File: src/sv/sorted_list_insert_remove_assert.svh
// Assertion macros for the sorted list block.
`ifndef SORTED_LIST_INSERT_REMOVE_ASSERT_SVH
`define SORTED_LIST_INSERT_REMOVE_ASSERT_SVH

`ifndef ASSERT_OFF
// Property that must hold at every clock edge outside reset.
`define SLIR_ASSERT(label, clk, rst, prop, msg) \
  label: assert property (@(posedge clk) disable iff (rst) (prop)) else $error(msg);
// Antecedent in one cycle implies the consequent in the next.
`define SLIR_ASSERT_NEXT(label, clk, rst, ante, cons, msg) \
  label: assert property (@(posedge clk) disable iff (rst) (ante) |=> (cons)) \
    else $error(msg);
`else
`define SLIR_ASSERT(label, clk, rst, prop, msg)
`define SLIR_ASSERT_NEXT(label, clk, rst, ante, cons, msg)
`endif

`endif

File: src/sv/slir_pkg.sv
// Shared types and constants for the sorted list block.
package slir_pkg;

  localparam int DATA_W       = 32;
  localparam int COUNT_W      = 5;
  localparam int CAPACITY_DEF = 16;

  localparam logic FUNC_INSERT = 1'b0;
  localparam logic FUNC_REMOVE = 1'b1;

  localparam logic [1:0] ST_OK       = 2'd0;
  localparam logic [1:0] ST_EMPTY    = 2'd1;
  localparam logic [1:0] ST_NOTFOUND = 2'd2;
  localparam logic [1:0] ST_FULL     = 2'd3;

  typedef logic signed [DATA_W-1:0] data_t;

  // Command broadcast to every cell in the row.
  typedef struct packed {
    logic ins;  // insert, store not full
    logic rem;  // remove, matching entry present
  } cmd_t;

endpackage

File: src/sv/sorted_list_insert_remove.sv
// Latency: a result is valid the cycle after its request is accepted.
// Throughput: one request per cycle; every cell compares and shifts in the same cycle.
// A result held by a stalled sink blocks new requests until it is taken.
// Reset clears the entry count and the output valid; cell contents are left unset.
`include "sorted_list_insert_remove_assert.svh"
module sorted_list_insert_remove
  import slir_pkg::*;
#(
  parameter int CAPACITY = CAPACITY_DEF
) (
  input  logic               clk,
  input  logic               rst,
  input  logic               in_valid,
  output logic               in_ready,
  input  logic               func,
  input  logic signed [31:0] value,
  output logic               out_valid,
  input  logic               out_ready,
  output logic [1:0]         status,
  output logic [4:0]         count
);

  localparam int CW = $clog2(CAPACITY + 1);

  logic          acc;
  logic [CW-1:0] cnt;
  logic [CW-1:0] cnt_next;
  logic [1:0]    status_next;
  logic          full;
  logic          empty;
  logic          found;
  cmd_t          cmd;

  data_t           entries [CAPACITY];
  logic [CAPACITY-1:0] lt_vec;
  logic [CAPACITY-1:0] eq_vec;
  logic [CW+COUNT_W-1:0] cnt_wide;

  assign in_ready = !out_valid || out_ready;
  assign acc      = in_valid && in_ready;
  assign full     = (cnt == CW'(CAPACITY));
  assign empty    = (cnt == '0);
  assign found    = |eq_vec;

  assign cmd.ins = acc && (func == FUNC_INSERT) && !full;
  assign cmd.rem = acc && (func == FUNC_REMOVE) && found;

  for (genvar i = 0; i < CAPACITY; i++) begin : g_cell
    localparam logic [CW-1:0] IDX = CW'(i);
    data_t prev_e;
    data_t next_e;
    logic  ltp;
    if (i == 0) begin : g_first
      assign prev_e = value;
      assign ltp    = 1'b1;
    end else begin : g_mid
      assign prev_e = entries[i-1];
      assign ltp    = lt_vec[i-1];
    end
    if (i == CAPACITY - 1) begin : g_last
      assign next_e = entries[i];
    end else begin : g_inner
      assign next_e = entries[i+1];
    end
    slir_cell u_cell (
      .clk        (clk),
      .value      (value),
      .prev_entry (prev_e),
      .next_entry (next_e),
      .lt_prev    (ltp),
      .occ        (IDX < cnt),
      .cmd        (cmd),
      .entry      (entries[i]),
      .lt         (lt_vec[i]),
      .eq         (eq_vec[i])
    );
  end

  always_comb begin
    cnt_next = cnt;
    if (cmd.ins) begin
      cnt_next = cnt + CW'(1);
    end else if (cmd.rem) begin
      cnt_next = cnt - CW'(1);
    end
  end

  always_comb begin
    priority if (func == FUNC_INSERT && full) begin
      status_next = ST_FULL;
    end else if (func == FUNC_REMOVE && empty) begin
      status_next = ST_EMPTY;
    end else if (func == FUNC_REMOVE && !found) begin
      status_next = ST_NOTFOUND;
    end else begin
      status_next = ST_OK;
    end
  end

  always_ff @(posedge clk) begin
    if (rst) begin
      cnt       <= '0;
      out_valid <= 1'b0;
    end else begin
      cnt <= cnt_next;
      if (acc) begin
        out_valid <= 1'b1;
      end else if (out_ready) begin
        out_valid <= 1'b0;
      end
    end
  end

  always_ff @(posedge clk) begin
    if (acc) begin
      status <= status_next;
    end
  end

  // Reported count is the one after this request has taken effect.
  assign cnt_wide = {{COUNT_W{1'b0}}, cnt_next};

  always_ff @(posedge clk) begin
    if (acc) begin
      count <= cnt_wide[COUNT_W-1:0];
    end
  end

  `SLIR_ASSERT(a_cnt_bound, clk, rst, cnt <= CW'(CAPACITY), "entry count above capacity")
  `SLIR_ASSERT_NEXT(a_full_flag, clk, rst, acc && func == FUNC_INSERT && full,
                    status == ST_FULL && cnt == $past(cnt), "insert into full store not flagged")
  `SLIR_ASSERT_NEXT(a_ins_grow, clk, rst, acc && func == FUNC_INSERT && !full,
                    cnt == $past(cnt) + CW'(1) && status == ST_OK, "insert did not grow store")
  `SLIR_ASSERT_NEXT(a_rem_empty, clk, rst, acc && func == FUNC_REMOVE && empty,
                    status == ST_EMPTY && cnt == '0, "remove from empty store not flagged")
  `SLIR_ASSERT(a_shift_excl, clk, rst, !(cmd.ins && cmd.rem), "insert and remove at once")

endmodule

File: src/sv/slir_cell.sv
// One storage cell of the sorted row: compare against the request value and shift.
module slir_cell
  import slir_pkg::*;
(
  input  logic  clk,
  input  data_t value,
  input  data_t prev_entry,
  input  data_t next_entry,
  input  logic  lt_prev,
  input  logic  occ,
  input  cmd_t  cmd,
  output data_t entry,
  output logic  lt,
  output logic  eq
);

  data_t entry_next;

  assign lt = occ && (entry < value);
  assign eq = occ && (entry == value);

  // Entries below the value stay put; the rest move up on insert, down on remove.
  always_comb begin
    entry_next = entry;
    if (cmd.ins && !lt) begin
      entry_next = lt_prev ? value : prev_entry;
    end else if (cmd.rem && !lt) begin
      entry_next = next_entry;
    end
  end

  always_ff @(posedge clk) begin
    entry <= entry_next;
  end

endmodule

File: config.mk
export PLATFORM = sky130hd
export DESIGN_NAME = sorted_list_insert_remove
export DESIGN_NICKNAME = d
export VERILOG_FILES = /design/src/sv/slir_pkg.sv /design/src/sv/sorted_list_insert_remove.sv /design/src/sv/slir_cell.sv
export VERILOG_INCLUDE_DIRS = /design/src /design/src/sv
export SDC_FILE = /design/constraint.sdc
export NUM_CORES = 2
export LEC_CHECK = 0
export ABC_AREA = 0
export BUFFER_PORTS_ARGS = -buffer_cell sky130_fd_sc_hd__buf_2
export CORE_ASPECT_RATIO = 0.5
export CORE_UTILIZATION = 40
export DETAILED_ROUTE_END_ITERATION = 16
export GPL_TIMING_DRIVEN = 0
export SLEW_MARGIN = 10
export SYNTH_ARGS = -nofsm -noshare
export SYNTH_HDL_FRONTEND = slang
export SYNTH_HIERARCHICAL = 1
export SYNTH_SLANG_ARGS = --single-unit
File: constraint.sdc
create_clock -name clk -period 14 [get_ports clk]
set_input_delay 1.4 -clock clk [delete_from_list [all_inputs] [get_ports clk]]
set_output_delay 1.4 -clock clk [all_outputs]
set_load 0.05 [all_outputs]
---- Word level (Yosys, flattened, before mapping) ----
Cells that the tools add are included.
word-level totals
  input bits .............................. 37
  bits in registers ....................... 525
  word-level logic and storage cells ...... 234
operators by class
  $lt $le $gt $ge ......................... 32
  bitwise gates (word level) .............. 1
  reductions and logical operators ........ 110
  mux-type cells .......................... 51
  $add $sub $neg .......................... 2
  equal/unequal tests ..................... 17
operators by type and width
  operator                                           number
  two-way mux 32 bit                                 45
  equality test 32 bit                               16
  < comparator 32 bit                                16
  logical AND 1 bit                                  71
  < comparator 4 x 5 -> 1 bit, first input constant  8
  nonzero test 2 bit                                 16
  < comparator 3 x 5 -> 1 bit, first input constant  4
  logical NOT 1 bit                                  19
  OR reduction 16 bit                                1
  < comparator 1 x 5 -> 1 bit, first input constant  2
  < comparator 2 x 5 -> 1 bit, first input constant  2
  two-way mux 5 bit                                  2
  adder 5 x 1 -> 5 bit, second input constant        1
  equality test 5 bit, second input constant         1
  logical NOT 5 bit                                  1
  subtractor 5 x 1 -> 5 bit, second input constant   1
  two-way mux 2 bit                                  2
  two-way mux 1 bit                                  2
  OR reduction 2 bit                                 1
  logical OR 1 bit                                   1
  NOT 1 bit                                          1

---- Depth between registers and ports, before layout ----
  word-level depth ........................ 8
  mapped depth ............................ 12
  mapped depth without buffers ............ 11

---- Hierarchy ----
Netlist, hierarchy kept.
by module, submodules not included
  module                     instances  cells an instance  area each (um2)
  slir_cell                  16         226                2,585.0
  sorted_list_insert_remove  1          105                1,061.0

---- Worst setup path before layout ----
Ideal clock, no wire load.
  path kind ............................... in2reg
  start ................................... input port value[31]
  end ..................................... register g_cell[0].u_cell.entry[0], enable pin
  setup slack ............................. 8.929 ns
  required time ........................... 13.579 ns
  data arrival time ....................... 4.650 ns
  setup time .............................. 0.421 ns
  stages on the path ...................... 11
  path through ............................ inv_1 > ha_1 > nand4_1 > nor4_1 > nand2_1 > nor2_1 > nor4_4 > nand4_4 > and2_1 > nor2_1 > nor2_1
RTL lines
  what                  line                             text
  start, declared       sorted_list_insert_remove.sv:16  input logic signed [31:0] value,
  end signal, assigned  slir_cell.sv:33                  entry <= entry_next;
  end, declared         slir_cell.sv:12                  output data_t entry,

==> results by group <==
Status
  • Status: completed

Pwr
  • Net load switching power: 1.10 mW
  • P per Cell Area: 87.7 nW/um^2
  • Internal power: 3.01 mW
  • Lkg Pwr: 19.2 nW
  • Peak supply drop: 0.0926 mV
  • Sw Ratio: 0.267
  • Power share of the sequential group: 0.464
  • Gate power share: 0.177
  • Clock power frac: 0.359

Yosys
  • Yosys cell types: 49
  • Yosys top cell area share: 0.367
  • Ys Warns: 6
  • Top post-synthesis cells by area: edfxtp_1 (37%), mux2_2 (26%), ha_1 (15%)
  • Synthesized area: 42400 sq um
  • Seq cells post-synth: 525
  • Avg Inst Size Synth: 11.4 sq um
  • Seq/Total Area, Yosys: 0.370
  • Post-Syn Nets: 4274
  • Dominant cell type by area after synthesis: edfxtp_1
  • Cells after Synth: 3721

Critical path
  • Crit-path cells: buf_2 -> inv_1 -> ha_1 -> nand4_1 -> nor4_1 -> nand2_1 -> nor2_1 -> nor4_4 -> nand4_4 -> and2_1 -> nor2_1 -> nor2_4 -> buf_16
  • R2R cell count: 12
  • Crit-path max FO: 33
  • Highest-delay cell along the critical path: and2_1
  • CP delay by family, top: simple AND/OR/NAND/NOR gates
  • Worst Path Buf+Inv: 3
  • Crit-path most repeated cell: nor2_1
  • Setup CP Type: input pin to flip-flop
  • CP endpoint kind: flip-flop
  • Critical Path Max Stage Delay: 860 ps
  • Data required, critical path: 14330 ps
  • FF-to-FF End: g_cell[1].u_cell/entry[5]$_DFFE_PP_
  • FF-to-FF setup slack: 8560 ps
  • Critical path launch point type: input pin
  • WP data arrival: 6050 ps
  • Worst r2r src: cnt[4]$_SDFF_PP0_

Placed design
  • GP Congestion: 0.852
  • Post-DP HPWL: 83200 um
  • Setup WS pre-CTS: 7850 ps
  • PortBufs: 43
  • Placed cell areas: 45000 sq um

Detailed routing
  • DRC violations left: 0
  • Via Count: 28000
  • Vias per cell: 5.27
  • Post-route ant nets: 0
  • Initial DRC Count: 1731
  • Final WL: 102000 um
  • Routed length per instance: 19.3 um
  • First-pass DRT Iterations: 7

STA
  • Final Hold Fails: 0
  • Fin crit share: 0.409
  • Slew Limit Fails: 0
  • Clock Skew: 21.7 ps
  • RSZ-0062 raised after global routing: false
  • Crit path time final: 5720 ps
  • Slew margin rel.: 0.104
  • # setup viols final: 0
  • Worst Slack Setup Final: 8280 ps
  • Slew @ Worst Pin: 1330 ps
  • Fmax: 175 MHz
  • Total negative slack: 0 ps

Clocking
  • CTS resizes: 0
  • H-tree depth: 2
  • Clk sinks: 525
  • CTS Buf Count: 58
  • Root buffer cell: clkbuf_16
  • Clock Latency Late Sink: 640 ps
  • Hold Buf Count CTS: 0
  • CTS tree: built
  • Postcts setup bufs: 0
  • Clock-pin slew on the worst setup and hold paths: 60 ps
  • Clock buffer depth: 3

Die
  • Die height: 232 um
  • Initial Utilization: 0.404
  • Die X: 463 um
  • Full die area: 107000 sq um
  • Core ar.: 105000 sq um
  • Row cnt: 84
  • I/O pin count: 46

Global routing
  • Largest net degree at the start of global routing: 34
  • Total grt overflow: 0
  • First-pass GRT wire length: 162000 um
  • Initial antenna violation count: 5
  • Vias in the first global route: 29100
  • All-layer global routing usage: 0.190

Worst hold path
  • Hold crit path type: flip-flop to flip-flop
  • Hold depth: 1
  • WHS Endpoint: g_cell[14].u_cell/entry[21]$_DFFE_PP_
  • Hold path startpoint: g_cell[15].u_cell/entry[21]$_DFFE_PP_

Final layout
  • Fillers: 9816
  • Design Area, Final: 46800 sq um
  • Layout cell share with drive strength beyond 1: 0.327
  • Final net count: 4396
  • Footprint of the multi-input gates: 24000 sq um
  • P&R area growth vs syn: 10.3%
  • Area of all sequential standard cells: 15700 sq um

Flow run
  • Max cap viols: 0
[power groups by stage]
stage               Clock (mW)  Combinational [mW]  Sequential (mW)
floorplan                    0               0.514             1.91
global placement             0               0.670             1.94
detailed placement           0               0.723             1.94
CTS                       1.52               0.727             1.90
global route              1.58               0.815             1.91
finish                    1.47               0.727             1.90
[kinds of logic after synthesis]
group / after synthesis / synth area share
and+or+nand+nor: 528 / 0.0649
DFF: 525 / 0.370
xor gates and xnor gates: 5 / 0.00103
other: 1 / 0.0000884
AOI/OAI and AO/OA: 465 / 0.0719
adders and majority gates: 516 / 0.152
muxes: 1028 / 0.273
buffers and inverters: 653 / 0.0667
[layer usage]
metal,part of all wire,up-vias,GRT usage,wire length [um]
li1,-,13900,-,-
met2,0.46,497,0.317,46800
met4,0.028,0,0.0588,2890
met3,0.034,173,0.0194,3520
met1,0.48,13500,0.259,49200
met5,0,-,0,0
[synthesized netlist by cell type (all sizes together)]
master  number
dfxtp        6
nor2       108
xnor2        5
buf         51
a31oi       18
a21bo       16
nand3b      18
o21ai       98
edfxtp     519
and2         2
mux2      1028
a21oi      245
conb         1
and4bb       1
nor2b       19
nor3         3
nor4bb       1
nor4        37
a32oi        1
a221o       16
nand2      188
o21bai       5
or3         16
a21o        17
nand2b       2
clkbuf      68
ha         516
inv        534
nand4       81
a22oi       16
nor4b        1
o221a        1
nand3       34
and3        17
o211ai      32
[layout make-up]
type | instances | share of cell area
multi-input cells | 2543 | 0.513
flip-flops and latches | 525 | 0.336
inverters | 534 | 0.0428
well taps | 1419 | 0.0379
clock buffers | 90 | 0.0356
plain buffers | 119 | 0.0176
repair buffers | 62 | 0.0148
clock inverters | 18 | 0.00214
diodes | 7 | 0.000374
[cells in the final DEF (no fill, tap or decap), types with 80 or more instances in the layout]
cell,count
mux2_2,992
inv_1,534
edfxtp_1,519
ha_1,516
a21oi_1,243
nand2_1,188
o21ai_0,98
clkbuf_1,94
nor2_1,92
nand4_1,80
[worst max-delay path by stage]
stage | startpoint | to | slack, ps | cells past startpoint
after floorplan | value[31] | g_cell[0].u_cell/entry[0]$_DFFE_PP_ | 8930 | 11
after global placement | value[31] | g_cell[14].u_cell/entry[6]$_DFFE_PP_ | 6410 | 12
after detailed placement | value[31] | g_cell[1].u_cell/entry[6]$_DFFE_PP_ | 7850 | 13
after CTS | value[31] | g_cell[1].u_cell/entry[5]$_DFFE_PP_ | 8520 | 13
after global routing | value[31] | g_cell[1].u_cell/entry[9]$_DFFE_PP_ | 8220 | 13
final | value[31] | g_cell[1].u_cell/entry[5]$_DFFE_PP_ | 8280 | 13
[state kept, by name, indices dropped and copies added, names as in the netlist]
| name | flops |
|---|---|
| cnt | 5 |
| status | 2 |
| g_cell.u_cell/entry | 512 |
| out_valid | 1 |
| count | 5 |
[worst reg2reg max path: stages, from the launching register on]
cell and delay (ps):
dfxtp_1 520, clkbuf_1 350, nor3_1 780, o21ai_0 750
and3_1 430, nand4_1 110, nor2_1 110, nor4_4 520
nand4_4 310, and2_1 590, nor2_1 360, nor2_4 150
buf_16 210
[through the flow]
step,instances,util,power (mW),hold WS (ps)
final,5317,0.445,4.10,610
after global routing,5315,0.445,4.31,631
after CTS,5310,0.445,4.15,618
after detailed placement,5202,0.428,2.66,600
after global placement,5183,0.423,2.61,583
after floorplan,3721,-,2.42,560
No activity file was read; power rests on OpenSTA's default activity.
